File: src/hdl/ior_pkg.sv
// Shared types and constants for the in-order release reorder block.
package ior_pkg;

    localparam int SEQ_IN_W  = 8;
    localparam int SEQ_OUT_W = 7;
    localparam int Q_DEPTH   = 4;
    localparam int Q_PTR_W   = 2;
    localparam int Q_CNT_W   = 3;

    localparam logic STATUS_RELEASED = 1'b0;
    localparam logic STATUS_REJECTED = 1'b1;

    // One request after range classification.
    typedef struct packed {
        logic                 range_ok;
        logic [SEQ_OUT_W-1:0] seq;
    } t_item;

    // One result as it leaves the block.
    typedef struct packed {
        logic [SEQ_OUT_W-1:0] released_seq;
        logic                 last_of_run;
        logic                 status;
    } t_result;

    typedef enum logic {
        BK_IDLE,
        BK_RUN
    } t_back_state;

endpackage

File: src/hdl/in_order_release_reorder.sv
// Top level of the in-order release reorder buffer.
//
// Usage: sequence numbers 1..SEQ_COUNT arrive on the input channel in any
// order, one per request (i_in_valid / o_in_stall, payload i_seq_number).
// Results leave on the output channel (o_out_valid / i_out_stall) with
// the released number, a last-of-run flag and a status bit.
// A number that is the next one expected is released at once, followed in
// order by every consecutive number that already arrived; the final result
// of that run carries o_last_of_run. A number that arrives early is held
// and gives no result. A duplicate or out-of-range number gives a single
// rejected result with a released value of zero.
// With the queue empty and the output free, a rejected result passes the
// front register, the queue and the output register; a released run passes
// the back stage's run state as well. The back stage takes a queued number
// only while idle; a run drains, unless stalled, at the pace of the single
// arrival bit lookup the drain loop performs each cycle.
// Reset (synchronous, active low) clears the arrival map, sets the expected
// number to one and empties the queue and output register. While the
// receiver stalls, the output result holds and the queue keeps taking
// requests until it fills; o_in_stall rises when the front holds one more.
module in_order_release_reorder
    import ior_pkg::*;
#(
    parameter int SEQ_COUNT = 64
) (
    input  logic                 i_clk,
    input  logic                 i_rst_n,
    input  logic                 i_in_valid,
    output logic                 o_in_stall,
    input  logic [SEQ_IN_W-1:0]  i_seq_number,
    output logic                 o_out_valid,
    input  logic                 i_out_stall,
    output logic [SEQ_OUT_W-1:0] o_released_seq,
    output logic                 o_last_of_run,
    output logic                 o_status
);

    logic    q_push;
    t_item   q_in_item;
    logic    q_full;
    logic    q_pop;
    logic    q_valid;
    t_item   q_head;
    t_result out_result;

    // The front registers each request and checks it is within range.
    ior_front #(
        .SEQ_COUNT (SEQ_COUNT)
    ) u_front (
        .i_clk        (i_clk),
        .i_rst_n      (i_rst_n),
        .i_valid      (i_in_valid),
        .o_stall      (o_in_stall),
        .i_seq_number (i_seq_number),
        .i_q_full     (q_full),
        .o_push       (q_push),
        .o_item       (q_in_item)
    );

    // The queue lets the front keep accepting while a run drains.
    ior_fifo u_fifo (
        .i_clk   (i_clk),
        .i_rst_n (i_rst_n),
        .i_push  (q_push),
        .i_item  (q_in_item),
        .o_full  (q_full),
        .i_pop   (q_pop),
        .o_valid (q_valid),
        .o_item  (q_head)
    );

    // The back owns the arrival map and drains runs one number a cycle unless stalled.
    ior_back #(
        .SEQ_COUNT (SEQ_COUNT)
    ) u_back (
        .i_clk     (i_clk),
        .i_rst_n   (i_rst_n),
        .i_q_valid (q_valid),
        .i_q_item  (q_head),
        .o_pop     (q_pop),
        .o_valid   (o_out_valid),
        .i_stall   (i_out_stall),
        .o_result  (out_result)
    );

    assign o_released_seq = out_result.released_seq;
    assign o_last_of_run  = out_result.last_of_run;
    assign o_status       = out_result.status;

`ifndef SYNTHESIS
    // Nothing is presented on the output in the cycle after reset.
    a_reset_quiet: assert property (@(posedge i_clk)
        !i_rst_n |=> !o_out_valid)
        else $error("output valid right after reset");

    // A rejected result always reads as zero and closes its run.
    a_reject_form: assert property (@(posedge i_clk) disable iff (!i_rst_n)
        (o_out_valid && (o_status == STATUS_REJECTED)) |->
            (o_last_of_run && (o_released_seq == '0)))
        else $error("malformed rejected result");

    // A released number is always inside the valid range.
    a_release_range: assert property (@(posedge i_clk) disable iff (!i_rst_n)
        (o_out_valid && (o_status == STATUS_RELEASED)) |->
            ((o_released_seq != '0) &&
             (o_released_seq <= SEQ_OUT_W'(SEQ_COUNT))))
        else $error("released number out of range");
`endif

endmodule

File: src/hdl/ior_front.sv
// Front stage: registers an incoming request and classifies its range.
module ior_front
    import ior_pkg::*;
#(
    parameter int SEQ_COUNT = 64
) (
    input  logic                i_clk,
    input  logic                i_rst_n,
    input  logic                i_valid,
    output logic                o_stall,
    input  logic [SEQ_IN_W-1:0] i_seq_number,
    input  logic                i_q_full,
    output logic                o_push,
    output t_item               o_item
);

    logic  r_valid;
    t_item r_item;
    logic  accept;

    assign o_stall = r_valid && i_q_full;
    assign accept  = i_valid && !o_stall;
    assign o_push  = r_valid && !i_q_full;
    assign o_item  = r_item;

    always_ff @(posedge i_clk) begin
        if (!i_rst_n) begin
            r_valid <= 1'b0;
        end else if (accept) begin
            r_valid <= 1'b1;
        end else if (o_push) begin
            r_valid <= 1'b0;
        end
    end

    always_ff @(posedge i_clk) begin
        if (accept) begin
            r_item.range_ok <= (i_seq_number != '0) &&
                               (i_seq_number <= SEQ_IN_W'(SEQ_COUNT));
            r_item.seq      <= i_seq_number[SEQ_OUT_W-1:0];
        end
    end

endmodule

File: src/hdl/ior_fifo.sv
// Short queue of classified requests between the front and back stages.
module ior_fifo
    import ior_pkg::*;
(
    input  logic  i_clk,
    input  logic  i_rst_n,
    input  logic  i_push,
    input  t_item i_item,
    output logic  o_full,
    input  logic  i_pop,
    output logic  o_valid,
    output t_item o_item
);

    t_item              r_mem [Q_DEPTH];
    logic [Q_PTR_W-1:0] r_wr_ptr;
    logic [Q_PTR_W-1:0] r_rd_ptr;
    logic [Q_CNT_W-1:0] r_count;
    logic               do_pop;

    assign o_full  = (r_count == Q_CNT_W'(Q_DEPTH));
    assign o_valid = (r_count != '0);
    assign o_item  = r_mem[r_rd_ptr];
    assign do_pop  = i_pop && o_valid;

    always_ff @(posedge i_clk) begin
        if (!i_rst_n) begin
            r_wr_ptr <= '0;
            r_rd_ptr <= '0;
            r_count  <= '0;
        end else begin
            if (i_push) begin
                r_wr_ptr <= r_wr_ptr + 1'b1;
            end
            if (do_pop) begin
                r_rd_ptr <= r_rd_ptr + 1'b1;
            end
            if (i_push && !do_pop) begin
                r_count <= r_count + 1'b1;
            end else if (!i_push && do_pop) begin
                r_count <= r_count - 1'b1;
            end
        end
    end

    always_ff @(posedge i_clk) begin
        if (i_push) begin
            r_mem[r_wr_ptr] <= i_item;
        end
    end

endmodule

File: src/hdl/ior_back.sv
// Back stage: arrival map, expected number, run drain and output register.
module ior_back
    import ior_pkg::*;
#(
    parameter int SEQ_COUNT = 64
) (
    input  logic    i_clk,
    input  logic    i_rst_n,
    input  logic    i_q_valid,
    input  t_item   i_q_item,
    output logic    o_pop,
    output logic    o_valid,
    input  logic    i_stall,
    output t_result o_result
);

    localparam int IDX_W = (SEQ_COUNT > 1) ? $clog2(SEQ_COUNT) : 1;

    t_back_state          r_state;
    t_back_state          n_state;
    logic [SEQ_OUT_W-1:0] r_next;
    logic [SEQ_OUT_W-1:0] n_next;
    logic [SEQ_COUNT-1:0] r_arrived;
    logic [SEQ_COUNT-1:0] n_arrived;
    logic                 r_out_valid;
    t_result              r_out;

    logic                 out_ready;
    logic [SEQ_OUT_W-1:0] rd_num;
    logic [SEQ_OUT_W-1:0] rd_num_m1;
    logic [IDX_W-1:0]     rd_idx;
    logic                 rd_bit;
    logic                 reject;
    logic                 has_more;
    logic                 emit;
    t_result              res;

    assign out_ready = !r_out_valid || !i_stall;
    assign o_valid   = r_out_valid;
    assign o_result  = r_out;

    // One arrival bit is looked at per cycle: the popped number when idle,
    // the number after the current one while a run drains.
    assign rd_num    = (r_state == BK_IDLE) ? i_q_item.seq : r_next;
    assign rd_num_m1 = rd_num - 1'b1;
    assign rd_idx    = rd_num_m1[IDX_W-1:0];
    assign rd_bit    = r_arrived[rd_idx];

    assign reject   = !i_q_item.range_ok || (i_q_item.seq < r_next) || rd_bit;
    assign has_more = (r_next <= SEQ_OUT_W'(SEQ_COUNT)) && rd_bit;

    // Next state.
    always_comb begin
        n_state = r_state;
        unique case (r_state)
            BK_IDLE: begin
                if (i_q_valid && out_ready && !reject && (i_q_item.seq == r_next)) begin
                    n_state = BK_RUN;
                end
            end
            BK_RUN: begin
                if (out_ready && !has_more) begin
                    n_state = BK_IDLE;
                end
            end
            default: n_state = BK_IDLE;
        endcase
    end

    // Datapath and outputs.
    always_comb begin
        o_pop            = 1'b0;
        emit             = 1'b0;
        res.released_seq = '0;
        res.last_of_run  = 1'b1;
        res.status       = STATUS_REJECTED;
        n_next           = r_next;
        n_arrived        = r_arrived;
        unique case (r_state)
            BK_IDLE: begin
                if (i_q_valid && out_ready) begin
                    o_pop = 1'b1;
                    if (reject) begin
                        emit = 1'b1;
                    end else if (i_q_item.seq != r_next) begin
                        n_arrived[rd_idx] = 1'b1;
                    end else begin
                        n_next = r_next + 1'b1;
                    end
                end
            end
            BK_RUN: begin
                if (out_ready) begin
                    emit             = 1'b1;
                    res.released_seq = r_next - 1'b1;
                    res.last_of_run  = !has_more;
                    res.status       = STATUS_RELEASED;
                    if (has_more) begin
                        n_arrived[rd_idx] = 1'b0;
                        n_next            = r_next + 1'b1;
                    end
                end
            end
            default: ;
        endcase
    end

    always_ff @(posedge i_clk) begin
        if (!i_rst_n) begin
            r_state     <= BK_IDLE;
            r_next      <= SEQ_OUT_W'(1);
            r_arrived   <= '0;
            r_out_valid <= 1'b0;
        end else begin
            r_state   <= n_state;
            r_next    <= n_next;
            r_arrived <= n_arrived;
            if (emit) begin
                r_out_valid <= 1'b1;
            end else if (!i_stall) begin
                r_out_valid <= 1'b0;
            end
        end
    end

    always_ff @(posedge i_clk) begin
        if (emit) begin
            r_out <= res;
        end
    end

endmodule

File: config.mk
export PLATFORM = sky130hd
export DESIGN_NAME = in_order_release_reorder
export DESIGN_NICKNAME = d
export VERILOG_FILES = /design/src/hdl/ior_pkg.sv /design/src/hdl/in_order_release_reorder.sv /design/src/hdl/ior_front.sv /design/src/hdl/ior_fifo.sv /design/src/hdl/ior_back.sv
export SDC_FILE = /design/constraint.sdc
export NUM_CORES = 1
export LEC_CHECK = 0
export BUFFER_PORTS_ARGS = -buffer_cell sky130_fd_sc_hd__buf_2
export CAP_MARGIN = 20
export CORE_ASPECT_RATIO = 0.5
export CORE_MARGIN = 3
export CORE_UTILIZATION = 50
export CTS_BUF_LIST = sky130_fd_sc_hd__clkbuf_2
export DETAILED_ROUTE_END_ITERATION = 8
export PLACE_DENSITY_LB_ADDON = 0.15
export SYNTH_ARGS = -nofsm -noshare
export SYNTH_HDL_FRONTEND = slang
export SYNTH_SLANG_ARGS = --single-unit
export TNS_END_PERCENT = 30
File: constraint.sdc
create_clock -name i_clk -period 8.7 [get_ports i_clk]
set_input_delay 0.435 -clock i_clk [delete_from_list [all_inputs] [get_ports i_clk]]
set_output_delay 0.435 -clock i_clk [all_outputs]
set_load 0.005 [all_outputs]
==> flow_summary.html <==
<table>
<tr><th>Metric</th><th>Value</th></tr>
<tr><th colspan="2">Outcome</th></tr>
<tr><td>Status</td><td>finished clean</td></tr>
<tr><th colspan="2">Synth</th></tr>
<tr><td>Average cell area after synthesis</td><td>between 10 and 15 um2</td></tr>
<tr><td>Fraction of synthesis flops using an asynchronous set or reset pin</td><td>0%</td></tr>
<tr><td>Area of the mapped netlist</td><td>approximately 6900 um2</td></tr>
<tr><td>Sequential area share after synthesis</td><td>between 40% and 50%</td></tr>
<tr><td>Most instantiated flip-flop cell in the synthesis netlist</td><td>dfxtp_1</td></tr>
<tr><td>Nets in the synthesized netlist</td><td>685</td></tr>
<tr><td>Cell variety after synth</td><td>74</td></tr>
<tr><td>Number of enable-type register cells in the synthesized netlist</td><td>approximately 50</td></tr>
<tr><td>Cells after synthesis</td><td>656</td></tr>
<tr><td>Number of synthesized register bits</td><td>132</td></tr>
<tr><td>Synth Warn #</td><td>0</td></tr>
<tr><th colspan="2">Clock network</th></tr>
<tr><td>Reg clk slew, reported paths</td><td>0.22 ns</td></tr>
<tr><td>Number of buffers created by CTS</td><td>17</td></tr>
<tr><td>TritonCTS sink count</td><td>132</td></tr>
<tr><td>Max Root-Sink Buffers</td><td>2</td></tr>
<tr><td>Hold-fix buffers at CTS</td><td>10</td></tr>
<tr><td>CTS H-tree depth</td><td>4</td></tr>
<tr><td>Post-CTS resize count</td><td>0</td></tr>
<tr><td>Setup Buffers After CTS</td><td>0</td></tr>
<tr><td>TritonCTS clock tree</td><td>built</td></tr>
<tr><td>Clock insertion delay at the later pin of the skew report</td><td>around 0.7 ns</td></tr>
<tr><td>Clock Tree Root</td><td>clkbuf_2</td></tr>
<tr><th colspan="2">Timing</th></tr>
<tr><td>Normalized max-slew margin</td><td>38.1%</td></tr>
<tr><td>Worst Tran Pin Value</td><td>~0.93 ns</td></tr>
<tr><td>Share of the clock period used by the worst path</td><td>79.0%</td></tr>
<tr><td>Sum Neg Setup Slack</td><td>0 ns</td></tr>
<tr><td>Final count of pins violating max slew</td><td>0</td></tr>
<tr><td>Number of setup violations in the final report</td><td>0</td></tr>
<tr><td>Max frequency</td><td>around 150 MHz</td></tr>
<tr><td>Hold violation total from the final report</td><td>0</td></tr>
<tr><td>Final critical delay including setup and external delays</td><td>a little under 7 ns</td></tr>
<tr><td>Worst clock skew</td><td>0.0338 ns</td></tr>
<tr><td>Setup repair after global routing missed its margin</td><td>no</td></tr>
<tr><th colspan="2">Layout</th></tr>
<tr><td>Ant diodes</td><td>0</td></tr>
<tr><td>Layout Area Growth over Synthesis</td><td>6.70%</td></tr>
<tr><td>Share of layout cells above drive strength 1</td><td>between 20% and 30%</td></tr>
<tr><td>Multi-input logic area</td><td>roughly 3500 um2</td></tr>
<tr><td>Most frequent standard cell in the layout excluding fill and tap cells</td><td>dfxtp_1</td></tr>
<tr><td>Top library cells by usage in the layout, fill and taps aside</td><td>dfxtp_1, nand2_1, nor2_1, edfxtp_1, o221a_2</td></tr>
<tr><td>Count of nets after finishing</td><td>about 690</td></tr>
<tr><td>FF+latch area</td><td>between 3000 and 4000 um2</td></tr>
<tr><td>Number of filler cells placed in the layout</td><td>about 1,100</td></tr>
<tr><th colspan="2">Critical path</th></tr>
<tr><td>Category of the worst setup path capture point</td><td>register</td></tr>
<tr><td>Biggest fanout along the worst timing path</td><td>34</td></tr>
<tr><td>Buffers and inverters on the worst path</td><td>2</td></tr>
<tr><td>Cell breakdown of the critical path</td><td>nor2_1 -&gt; a221oi_4 -&gt; buf_4 -&gt; clkinv_1 -&gt; ha_1 -&gt; xnor2_1 -&gt; a2bb2oi_1 -&gt; and3_1 -&gt; o311ai_0 -&gt; a2111o_1 -&gt; a32oi_1 -&gt; o311a_1 -&gt; mux2_4 -&gt; nand2b_1 -&gt; o221a_2</td></tr>
<tr><td>Signal arrival time at the worst endpoint</td><td>around 7.5 ns</td></tr>
<tr><td>CP Class</td><td>reg -&gt; reg</td></tr>
<tr><td>Critical Path Source Type</td><td>register</td></tr>
<tr><td>CP max stage delay</td><td>0.98 ns</td></tr>
<tr><td>Cell family with the largest share of critical-path delay</td><td>compound AO/OA/AOI/OAI gates</td></tr>
<tr><td>Required @ worst endpoint</td><td>9.31 ns</td></tr>
<tr><td>Slowest stage cell, crit path</td><td>dfxtp_1</td></tr>
<tr><th colspan="2">Global route</th></tr>
<tr><td>Number of antenna violations at the first check in global routing</td><td>0</td></tr>
<tr><td>Number of global-route vias before repair</td><td>approximately 5,000</td></tr>
<tr><td>First-pass GRT wire length</td><td>27,600 um</td></tr>
<tr><td>Pin count of the biggest net entering global routing</td><td>69</td></tr>
<tr><td>Overflow after GRT</td><td>0</td></tr>
<tr><td>GRT Overall Usage</td><td>between 20% and 30%</td></tr>
<tr><th colspan="2">Detailed routing</th></tr>
<tr><td>Vias after detailed routing</td><td>around 5,300</td></tr>
<tr><td>First-pass DRT Iterations</td><td>7</td></tr>
<tr><td>Number of design-rule violations left by the first detailed-router iteration</td><td>about 660</td></tr>
<tr><td>Detail-routed via count per cell</td><td>roughly 6.1</td></tr>
<tr><td>Average wire length per cell after detail routing</td><td>about 20 um</td></tr>
<tr><td>Total routed wirelength</td><td>17,100 um</td></tr>
<tr><td>Final ANT Viol Nets</td><td>0</td></tr>
<tr><td>Post-route DRC violation count</td><td>0</td></tr>
<tr><th colspan="2">Power and ir drop</th></tr>
<tr><td>Standby leakage power</td><td>2.50 nW</td></tr>
<tr><td>Overall power consumption</td><td>2.03 mW</td></tr>
<tr><td>Peak supply drop</td><td>approximately 0.16 mV</td></tr>
<tr><td>Power density over cell area</td><td>around 270 nW/um2</td></tr>
<tr><th colspan="2">Floorplan</th></tr>
<tr><td>Initial core utilization</td><td>52.9%</td></tr>
<tr><td>Width of the chip</td><td>173 um</td></tr>
<tr><td>Core region area</td><td>between 10,000 and 15,000 um2</td></tr>
<tr><td>Standard-cell rows</td><td>29</td></tr>
<tr><td>Num ports</td><td>23</td></tr>
<tr><td>Die Ht</td><td>slightly below 90 um</td></tr>
<tr><td>Die footprint</td><td>15,400 um2</td></tr>
<tr><th colspan="2">Worst hold path</th></tr>
<tr><td>Class of the tightest hold or removal check</td><td>in -&gt; reg</td></tr>
<tr><th colspan="2">Placed design</th></tr>
<tr><td>Post-detailed-placement half-perimeter wirelength</td><td>approximately 12,000 um</td></tr>
<tr><td>Routability Congestion</td><td>0.926</td></tr>
<tr><td>Port Buffer Count</td><td>22</td></tr>
<tr><th colspan="2">Job</th></tr>
<tr><td>Max Cap Violations</td><td>0</td></tr>
</table>
-- final timing paths --
kind,from,to,slack [ns],cells past startpoint
setup / recovery,u_back.r_state,register,1.83,15
setup reg to reg,u_back.r_state,register,1.83,15
hold reg to reg,u_back.r_next[6],u_back.r_next[6],0.50,2
hold / removal,i_rst_n,u_back.r_next[0],0.31,3
-- stage by stage --
stage               utilization [%]  std cells  hold slack [ns]  worst slack [ns]  area, um2
detailed placement             53.8        822            0.482              1.99       7050
finish                         56.5        864            0.309              1.83       7390
global route                   56.5        864            0.282              1.36       7390
CTS                            56.5        864            0.288              1.96       7390
global placement               53.8        822            0.456              2.22       7050
floorplan                         -        656            0.448              4.08       6930
-- synthesized netlist by cell type, types with 9 or more instances --
cell type	number	share of area (%)
dfxtp_1	83	24
ha_1	16	2.9
nor2_1	60	3.2
a21oi_1	10	0.72
buf_2	16	1.2
o311a_1	9	1.3
mux4_2	11	3.6
mux2_2	11	1.8
clkbuf_1	17	0.92
nor3_1	42	3.0
nand2_1	60	3.2
nand3_1	18	1.3
o221a_2	44	7.1
edfxtp_1	49	21
xnor2_1	9	1.1
o221a_1	10	1.6
mux2i_1	32	4.6
inv_1	22	1.2
-- where the power goes --
group,internal [mW],switching (mW)
clock network,0.137,0.257
logic,0.308,0.581
registers,0.702,0.0466
-- layer usage --
layer | vias up | routed length [um] | track usage, %
li1 | 2527 | - | -
met1 | 2553 | 8130 | 31.3
met2 | 169 | 7700 | 37.1
met3 | 18 | 1070 | 5.73
met4 | 0 | 183 | 6.40
met5 | - | 0 | 0
-- layout make-up --
type                            count  share of cell area [%]
Clock buffer                       18                    1.22
Clock inverter                     14                    2.08
Inverter                           25                    1.27
Multi-Input combinational cell    453                    46.7
Sequential cell                   132                    42.4
Tap cell                          186                    3.15
Timing Repair Buffer               36                    3.25
-- worst register-to-register path, stage by stage (launching register included) --
cell and delay (ns):
dfxtp_1 0.98, nor2_1 0.29, a221oi_4 0.35, buf_4 0.42, clkinv_1 0.36, ha_1 0.42, xnor2_1 0.18, a2bb2oi_1 0.31
and3_1 0.68, o311ai_0 0.23, a2111o_1 0.40, a32oi_1 0.17, o311a_1 0.44, mux2_4 0.50, nand2b_1 0.56, o221a_2 0.48
-- kinds of logic after synthesis --
group                      synth area share (%)
DFF                                        45.2
and+or+nand+nor                            14.6
AOI/OAI and AO/OA                          19.0
adders and majority gates                  3.18
buffers and inverters                      5.16
xor gates and xnor gates                   2.00
muxes                                      10.9
No activity file was read; power rests on OpenSTA's default activity.
